==> src/rtl/assert_macros.svh <==
// Assertion macros shared by the RTL of the invariant mass unit.
`ifndef ASSERT_MACROS_SVH
`define ASSERT_MACROS_SVH

// Same-cycle implication, checked at every rising edge outside reset.
`define ASSERT_IMPL(label, clk, rst_n, ante, cons) \
  label: assert property (@(posedge clk) disable iff (!(rst_n)) (ante) |-> (cons)) \
    else $error("implication check failed");

// Next-cycle implication, checked at every rising edge outside reset.
`define ASSERT_NEXT(label, clk, rst_n, ante, cons) \
  label: assert property (@(posedge clk) disable iff (!(rst_n)) (ante) |=> (cons)) \
    else $error("next-cycle check failed");

`endif

==> src/rtl/tbim_sqrt_pipe.sv <==
// Pipelined integer square root, one root bit per stage, several lanes side by side.
`default_nettype none
module tbim_sqrt_pipe #(
  parameter int unsigned RW    = 34,
  parameter int unsigned LANES = 1,
  parameter int unsigned SW    = 1
) (
  input  wire logic                      clk_i,
  input  wire logic                      rst_ni,
  input  wire logic                      valid_i,
  input  wire logic [LANES*RW-1:0]       rad_i,
  input  wire logic [SW-1:0]             side_i,
  output logic                           valid_o,
  output logic [LANES*(RW/2)-1:0]        root_o,
  output logic [SW-1:0]                  side_o
);
  localparam int unsigned N = RW / 2;

  logic [N-1:0]  valid_q;
  logic [SW-1:0] side_q [N];
  logic [RW-1:0] rem_q  [N][LANES];
  logic [N-1:0]  root_q [N][LANES];

  for (genvar j = 0; j < N; j++) begin : g_stage
    localparam int unsigned Pos = N - 1 - j;
    localparam logic [N-1:0] PosMask = N'(1) << Pos;
    logic          in_valid;
    logic [SW-1:0] in_side;

    if (j == 0) begin : g_first
      assign in_valid = valid_i;
      assign in_side  = side_i;
    end else begin : g_next
      assign in_valid = valid_q[j-1];
      assign in_side  = side_q[j-1];
    end

    always_ff @(posedge clk_i or negedge rst_ni) begin
      if (!rst_ni) begin
        valid_q[j] <= 1'b0;
      end else begin
        valid_q[j] <= in_valid;
      end
    end

    always_ff @(posedge clk_i) begin
      side_q[j] <= in_side;
    end

    for (genvar l = 0; l < LANES; l++) begin : g_lane
      logic [RW-1:0] in_rem;
      logic [N-1:0]  in_root;
      logic [RW:0]   trial;
      logic          fits;

      if (j == 0) begin : g_first
        assign in_rem  = rad_i[l*RW +: RW];
        assign in_root = '0;
      end else begin : g_next
        assign in_rem  = rem_q[j-1][l];
        assign in_root = root_q[j-1][l];
      end

      // Trial subtrahend (2*root + 2^pos) * 2^pos; the partial root has no bits at or below pos.
      assign trial = ((RW+1)'(in_root) << (Pos + 1)) + ((RW+1)'(1) << (2 * Pos));
      assign fits  = {1'b0, in_rem} >= trial;

      always_ff @(posedge clk_i) begin
        rem_q[j][l]  <= fits ? (in_rem - trial[RW-1:0]) : in_rem;
        root_q[j][l] <= fits ? (in_root | PosMask) : in_root;
      end
    end
  end

  for (genvar l = 0; l < LANES; l++) begin : g_out
    assign root_o[l*N +: N] = root_q[N-1][l];
  end
  assign valid_o = valid_q[N-1];
  assign side_o  = side_q[N-1];
endmodule
`default_nettype wire

==> config.mk <==
export PLATFORM = sky130hd
export DESIGN_NAME = tbim_sqrt_pipe
export DESIGN_NICKNAME = d
export VERILOG_FILES = /design/src/rtl/assert_macros.svh /design/src/rtl/tbim_sqrt_pipe.sv
export SDC_FILE = /design/constraint.sdc
export NUM_CORES = 1
export LEC_CHECK = 0
export BUFFER_PORTS_ARGS = -buffer_cell sky130_fd_sc_hd__buf_4
export CAP_MARGIN = 30
export CELL_PAD_IN_SITES_DETAIL_PLACEMENT = 1
export CELL_PAD_IN_SITES_GLOBAL_PLACEMENT = 2
export CORE_AREA = 4 4 234 293
export DETAILED_ROUTE_END_ITERATION = 16
export DIE_AREA = 0 0 238 297
export GPL_ROUTABILITY_DRIVEN = 0
export PLACE_DENSITY = 0.86
export SLEW_MARGIN = 30
export SYNTH_ARGS = -nofsm -noshare
export SYNTH_HDL_FRONTEND = slang
export SYNTH_SLANG_ARGS = --single-unit
==> constraint.sdc <==
create_clock -name clk_i -period 3.55 [get_ports clk_i]
set_input_delay 0.355 -clock clk_i [delete_from_list [all_inputs] [get_ports clk_i]]
set_output_delay 0.355 -clock clk_i [all_outputs]
set_load 0.02 [all_outputs]
==> metrics.csv, run 1 <==
stage;metric;value;unit
synth;top post-synthesis cells by area;dfxtp_1 (53%), ha_1 (7.8%), xnor2_1 (3.3%);
placement;HPWL after DPL;52400;um
setup_path;worst-path maximum fanout;11;
synth;post-synthesis cell area;0.0267;mm^2
routing;drt initial violations;643;
setup_path;Critical Path End Type;flip-flop;
grt;total congestion overflow;0;
clock_network;Skew-Pair Late Insertion Delay;610;ps
setup_path;CP arrival;3650;ps
timing;total negative slack;0;ps
synth;Syn Area/Cell;10.4;um^2
pwr;static leakage power;14.0;nW
floorplan;Placeable Area;0.0656;mm^2
timing;Tmin final;3160;ps
floorplan;FP Rows;105;
synth;Netlist cell types;77;
placement;Port Buffer Count;56;
pwr;Pwr Density;882;mW/mm^2
routing;Antenna Nets Post-Route;0;
final_layout;most frequent cells in the layout;dfxtp_1 (714), inv_1 (201), ha_1 (166);
pwr;PnR Total Power;27.6;mW
clock_network;Clk pin slew, worst setup/hold paths;70;ps
final_layout;commonest non-fill, non-tap cell in the layout;dfxtp_1;
floorplan;Vert. Die Dim;297;um
setup_path;most frequent CP cell;a21oi_1;
routing;# DRC;0;
synth;top cell type's share of synthesized area;53.5;%
synth;area leader, netlist;dfxtp_1;
final_layout;FILL cells;7163;
timing;final worst-path cycle share;88.9;%
clock_network;CTS tree;built;
clock_network;post-CTS resize count;0;
synth;Post-Syn Nets;2780;
clock_network;Sink Count;731;
floorplan;Die Wd;238;um
timing;Slew Viols, Final;0;
timing;Fin. Hold Viols;0;
timing;Setup Viol. Count Final;0;
clock_network;Post-CTS Setup Bufs;0;
setup_path;required time of the worst setup path;4040;ps
grt;global-route wire length before repair;110000;um
setup_path;kind of critical path;reg2reg;
routing;via count;18800;
floorplan;Initial Util;40.8;%
pwr;maximum vdd drop;0.000448;V
final_layout;Final Core Density;47.8;%
synth;#FFs+latches synth;731;
hold_path;kind of path behind the tightest hold check;in2async;
flow_run;MaxCap Viol Count;0;
timing;Max Clock Skew;23.7;ps
final_layout;fin nets;2939;
clock_network;CTS root buf;clkbuf_16;
placement;placed cell count;3476;
timing;actual slew at the worst max-slew pin;815;ps
timing;Max Fclk;317;MHz
synth;Synth Warn #;0;
timing;max-slew headroom at the worst pin;45.2;%
clock_network;CTS max path bufs;3;
timing;setup ws final;394;ps
synth;number of synthesized flops with an enable pin;0;
run_status;status;finished clean;
routing;via/cell ratio;5.16;
setup_path;CP max stage cell;o21ai_0;
floorplan;Boundary Pins;57;
clock_network;CTS H-tree depth;3;
timing;RSZ-0062 raised after global routing;no;
final_layout;layout cells sized above 1;9.73;%
final_layout;fin cells;3653;
floorplan;die area;0.0707;mm^2
synth;main flop type after synthesis;dfxtp_1;
routing;final wirelength;68600;um
routing;TritonRoute pass-1 iters;5;
synth;sequential fraction of the synthesis area;55.1;%
grt;largest net degree at the start of global routing;30;
routing;wire length per cell;18.8;um
grt;total track usage;19.4;%
grt;initial antenna violation count;1;
synth;Synth async-reset ratio;2.33;%
setup_path;crit path launch type;flip-flop;
placement;Setup WS pre-CTS;455;ps
final_layout;Layout Area Growth over Synthesis;17.2;%
grt;vias in the first global route;21000;
synth;Post-Synthesis Cells;2576;
setup_path;CP Cell Sequence;inv_1, ha_1, nor2b_1, o31ai_1, a21oi_1, o21ai_0, nor4b_2, clkinv_1, buf_4, nor2_1, a21oi_1;
setup_path;crit-path max cell delay;490;ps
clock_network;TritonCTS Buffers;75;
[area by class of cell]
cell class | instances | area [um^2] | area share, %
flip-flops and latches | 731 | 14700 | 47.0
multi-input cells | 1605 | 11100 | 35.5
clock buffers | 100 | 2070 | 6.61
well taps | 856 | 1070 | 3.42
repair buffers | 119 | 1000 | 3.20
inverters | 203 | 762 | 2.43
clock inverters | 37 | 567 | 1.81
diodes | 2 | 5.00 | 0.0160
[kinds of logic (layout without fill, tap and decap cells)]
| kind of cell | after synthesis | count (layout) | synth area share [%] |
|---|---|---|---|
| adder cells (fa/ha/maj) | 166 | 166 | 7.77 |
| flip-flops | 731 | 731 | 55.1 |
| XOR/XNOR | 201 | 201 | 6.59 |
| AND/OR/NAND/NOR | 738 | 738 | 14.6 |
| buffers and inverters | 240 | 459 | 3.42 |
| other | 0 | 2 | 0 |
| multiplexers | 36 | 36 | 1.49 |
| AO/OA/AOI/OAI | 464 | 464 | 11.1 |
[metrics by stage]
stage	hold slack [ps]	instance area, um^2
after floorplan	59.4	26700
after global placement	224	28300
after detailed placement	233	28300
after CTS	127	31300
after global routing	160	31300
final	137	31300
[state kept, by name (all words and copies together), names as in the netlist]
register	count
g_stage.in_valid	16
rem_q	544
root_q	153
side_q	17
valid_o	1
[synthesized netlist by cell type, drive strengths merged (9+ instances only)]
library cell    n
buf             9
nand2         153
a21o           33
nor3           83
or3            37
dfxtp         714
dfrtp          17
a211o           9
nand3b          9
mux2           31
a211oi         20
o21a           41
xnor2         102
or2            17
nand2b         29
a21oi          99
nor2          151
o21bai          9
nand3          39
xor2           99
o21ai         151
and2           10
nor4b          18
nor4           71
or4            22
o31ai          27
a21boi          9
nor2b          24
a31oi           9
ha            166
nand4          44
o211ai         12
clkbuf         28
inv           202
[per-layer routing]
| layer | track usage [%] | wire (um) | up-vias |
|---|---|---|---|
| met3 | 2.74 | 1890 | 191 |
| li1 | - | - | 9306 |
| met5 | 0 | 0 | - |
| met1 | 17.9 | 23500 | 9039 |
| met2 | 39.7 | 39300 | 308 |
| met4 | 10.4 | 3870 | 0 |
[power breakdown]
part / total, mW / switching (mW) / internal (mW)
combinational: 7.65 / 4.20 / 3.44
clock: 8.25 / 3.29 / 4.96
sequential: 11.7 / 1.56 / 10.2
[worst max-delay path: cells and delay by family, from the launching register on]
family / cells / cell delay (ps)
and+or+nand+nor: 3 / 640
DFF: 1 / 320
AOI/OAI and AO/OA: 4 / 1120
adders and majority gates: 1 / 350
buffers and inverters: 3 / 600
[final timing paths]
check | startpoint | end | slack [ps] | cells after the start
min reg2reg | side_q[4] | side_q[5] | 330 | 0
max | root_q[1][8] | rem_q[0][323] | 390 | 11
max reg2reg | root_q[1][8] | rem_q[0][323] | 390 | 11
max in group asynchronous | rst_ni | g_stage[11].in_valid | 3200 | 2
min in group clk_i | side_q[4] | side_q[5] | 330 | 0
min | rst_ni | g_stage[1].in_valid | 140 | 2
[repair_timing]
| action | 4_1_cts | 5_1_grt |
|---|---|---|
| hold buffers | 38 | 0 |
| setup endpoints to repair | 0 | 0 |
| hold endpoints to repair | 54 | 0 |
(Power assumes the default switching activity.)
==> inputs of run 2 (changes only) <==
CORE_AREA = 4 4 282 353   (was 4 4 234 293)
DIE_AREA = 0 0 286 357   (was 0 0 238 297)
PLACE_DENSITY = 0.66   (was 0.86)
==> run 2 against run 1 <==
  * Fmax increased by 1.3%
  * Clock skew increased by 21 ps
  * Non-clock buffer count increased by 5
  * Global-route usage decreased by 5.8 points
  * Register-to-register slack improved by 40 ps
  * Clock power increased by 2.5%
  * Die area increased by 44%
  * Highest routed layer unchanged
  * Critical path type unchanged
  * Worst setup slack improved by 40 ps
  * Total power increased by 0.49%
==> metrics.csv, run 2 (same netlist as run 1, synthesis figures left out) <==
stage;metric;value;unit;change
final_layout;fin cells;4098;;+12%
setup_path;required time of the worst setup path;4080;ps;+40 ps
timing;Slew Viols, Final;0;;unchanged
clock_network;Sink Count;731;;unchanged
pwr;static leakage power;14.1;nW;+0.45%
timing;Max Clock Skew;44.8;ps;+21.1 ps
clock_network;CTS H-tree depth;3;;unchanged
routing;via count;18700;;-0.71%
timing;actual slew at the worst max-slew pin;908;ps;+93.0 ps
setup_path;crit-path max cell delay;440;ps;-50 ps
setup_path;CP max stage cell;o21ai_0;;
grt;total congestion overflow;0;;unchanged
setup_path;crit path launch type;flip-flop;;
final_layout;Layout Area Growth over Synthesis;19.9;%;
setup_path;kind of critical path;reg2reg;;
pwr;Pwr Density;866;mW/mm^2;-1.8%
timing;Setup Viol. Count Final;0;;unchanged
pwr;PnR Total Power;27.8;mW;+0.49%
setup_path;worst-path maximum fanout;11;;unchanged
timing;Max Fclk;321;MHz;+1.3%
floorplan;Die Wd;286;um;+20%
grt;largest net degree at the start of global routing;38;;+27%
placement;Port Buffer Count;56;;unchanged
final_layout;FILL cells;10800;;+51%
routing;via/cell ratio;4.57;;-11%
final_layout;max reg flops;544;;unchanged
timing;RSZ-0062 raised after global routing;no;;
grt;initial antenna violation count;0;;-1
placement;Setup WS pre-CTS;421;ps;-34.1 ps
grt;vias in the first global route;20700;;-1.6%
flow_run;MaxCap Viol Count;0;;unchanged
grt;total track usage;13.6;%;-5.8 points
timing;WHS;150;ps;+13.5 ps
final_layout;most frequent cells in the layout;dfxtp_1 (714), inv_1 (201), ha_1 (166);;
clock_network;Skew-Pair Late Insertion Delay;650;ps;+40 ps
final_layout;layout cells sized above 1;10.2;%;+0.49 points
pwr;maximum vdd drop;0.000476;V;+6.1%
final_layout;Multi-input gate area;0.0111;mm^2;about the same
routing;Antenna Nets Post-Route;0;;unchanged
clock_network;Post-CTS Setup Bufs;0;;unchanged
floorplan;Initial Util;27.8;%;-13 points
floorplan;Vert. Die Dim;357;um;+20%
final_layout;largest register by flop count;rem_q;;
timing;setup ws final;434;ps;+40.0 ps
routing;wire length per cell;16.9;um;-10%
final_layout;commonest non-fill, non-tap cell in the layout;dfxtp_1;;
setup_path;Critical Path End Type;flip-flop;;
floorplan;Placeable Area;0.0960;mm^2;+46%
setup_path;most frequent CP cell;a21oi_1;;
final_layout;fin nets;2950;;+0.37%
placement;placed cell count;3915;;+13%
timing;max-slew headroom at the worst pin;38.9;%;-6.3 points
timing;final worst-path cycle share;87.8;%;-1.1 points
timing;Tmin final;3120;ps;-40.0 ps
timing;Fin. Hold Viols;0;;unchanged
floorplan;die area;0.102;mm^2;+44%
routing;# DRC;0;;unchanged
hold_path;kind of path behind the tightest hold check;in2async;;
setup_path;CP Cell Sequence;inv_1, ha_1, nor2b_1, o31ai_1, a21oi_1, o21ai_0, nor4b_2, clkinv_1, buf_4, nor2_1, a21oi_1;;
routing;final wirelength;69100;um;+0.81%
final_layout;Largest regs;rem_q: 544 flops, root_q: 153 flops, side_q: 17 flops;;
final_layout;# diodes;0;;-2
floorplan;FP Rows;127;;+21%
placement;HPWL after DPL;55600;um;+6.1%
clock_network;CTS max path bufs;3;;unchanged
clock_network;CTS tree;built;;
routing;TritonRoute pass-1 iters;4;;-1
clock_network;CTS root buf;clkbuf_16;;
run_status;status;finished clean;;
timing;total negative slack;0;ps;unchanged
routing;drt initial violations;557;;-13%
final_layout;Sequential cell area;0.0147;mm^2;unchanged
clock_network;TritonCTS Buffers;81;;+8.0%
setup_path;CP arrival;3650;ps;about the same
floorplan;Boundary Pins;57;;unchanged
grt;global-route wire length before repair;110000;um;about the same
clock_network;Clk pin slew, worst setup/hold paths;60;ps;about the same
run 2: changes by cell type in the layout (fill, tap and decap cells not counted), sizes merged:
cell      delta
bufinv       -5
buf          +5
diode        -2
clkbuf       +8
clkinv       -1
clkinvlp     +6
run 2: power by group:
part           switching (mW)  internal (mW)  leakage, nW  total (mW)
clock network            3.47           4.99         1.32        8.46
registers                1.59           10.2         6.19        11.8
logic                    4.10           3.44         6.56        7.54
run 2: worst paths after layout:
check | slack [ps] | cells after the start | end | start
max in group asynchronous | 3210 | 2 | g_stage[16].in_valid | rst_ni
hold reg to reg | 320 | 0 | side_q[13] | side_q[12]
setup / recovery | 430 | 11 | rem_q[0][322] | root_q[1][8]
min in group clk_i | 320 | 0 | side_q[13] | side_q[12]
setup reg to reg | 430 | 11 | rem_q[0][322] | root_q[1][8]
hold / removal | 150 | 2 | g_stage[1].in_valid | rst_ni
run 2: area by class of cell:
| type | instances | share of cell area, % |
|---|---|---|
| clock buffer | 108 | 7.05 |
| clock inverter | 37 | 1.62 |
| sequential | 731 | 45.9 |
| timing repair buffer | 124 | 3.28 |
| tap | 1290 | 5.04 |
| multi-input combinational | 1605 | 34.7 |
| inverter | 203 | 2.38 |
run 2: per-stage QoR:
step	util [%]	cell area, um^2
after detailed placement	30.1	28900
after floorplan	-	26700
after global placement	30.1	28900
after global routing	33.4	32000
after CTS	33.4	32000
final	33.4	32000
run 2: worst max-delay path, delay by kind of cell, from the launching register on:
family,cells,cell delay [ps]
and+or+nand+nor,3,620
adders and majority gates,1,350
DFF,1,330
AOI/OAI and AO/OA,4,1090
buffers and inverters,3,610
run 2: what timing repair did:
action                    in CTS  in global routing
gates resized for setup        0                  0
hold buffers                  38                  0
hold endpoints to repair      54                  0
run 2: routing by layer:
metal	track usage, %	part of all wire, %
met5	0	0
met4	6.67	4.8
met3	1.97	2.7
met2	28.4	57
met1	12.6	35
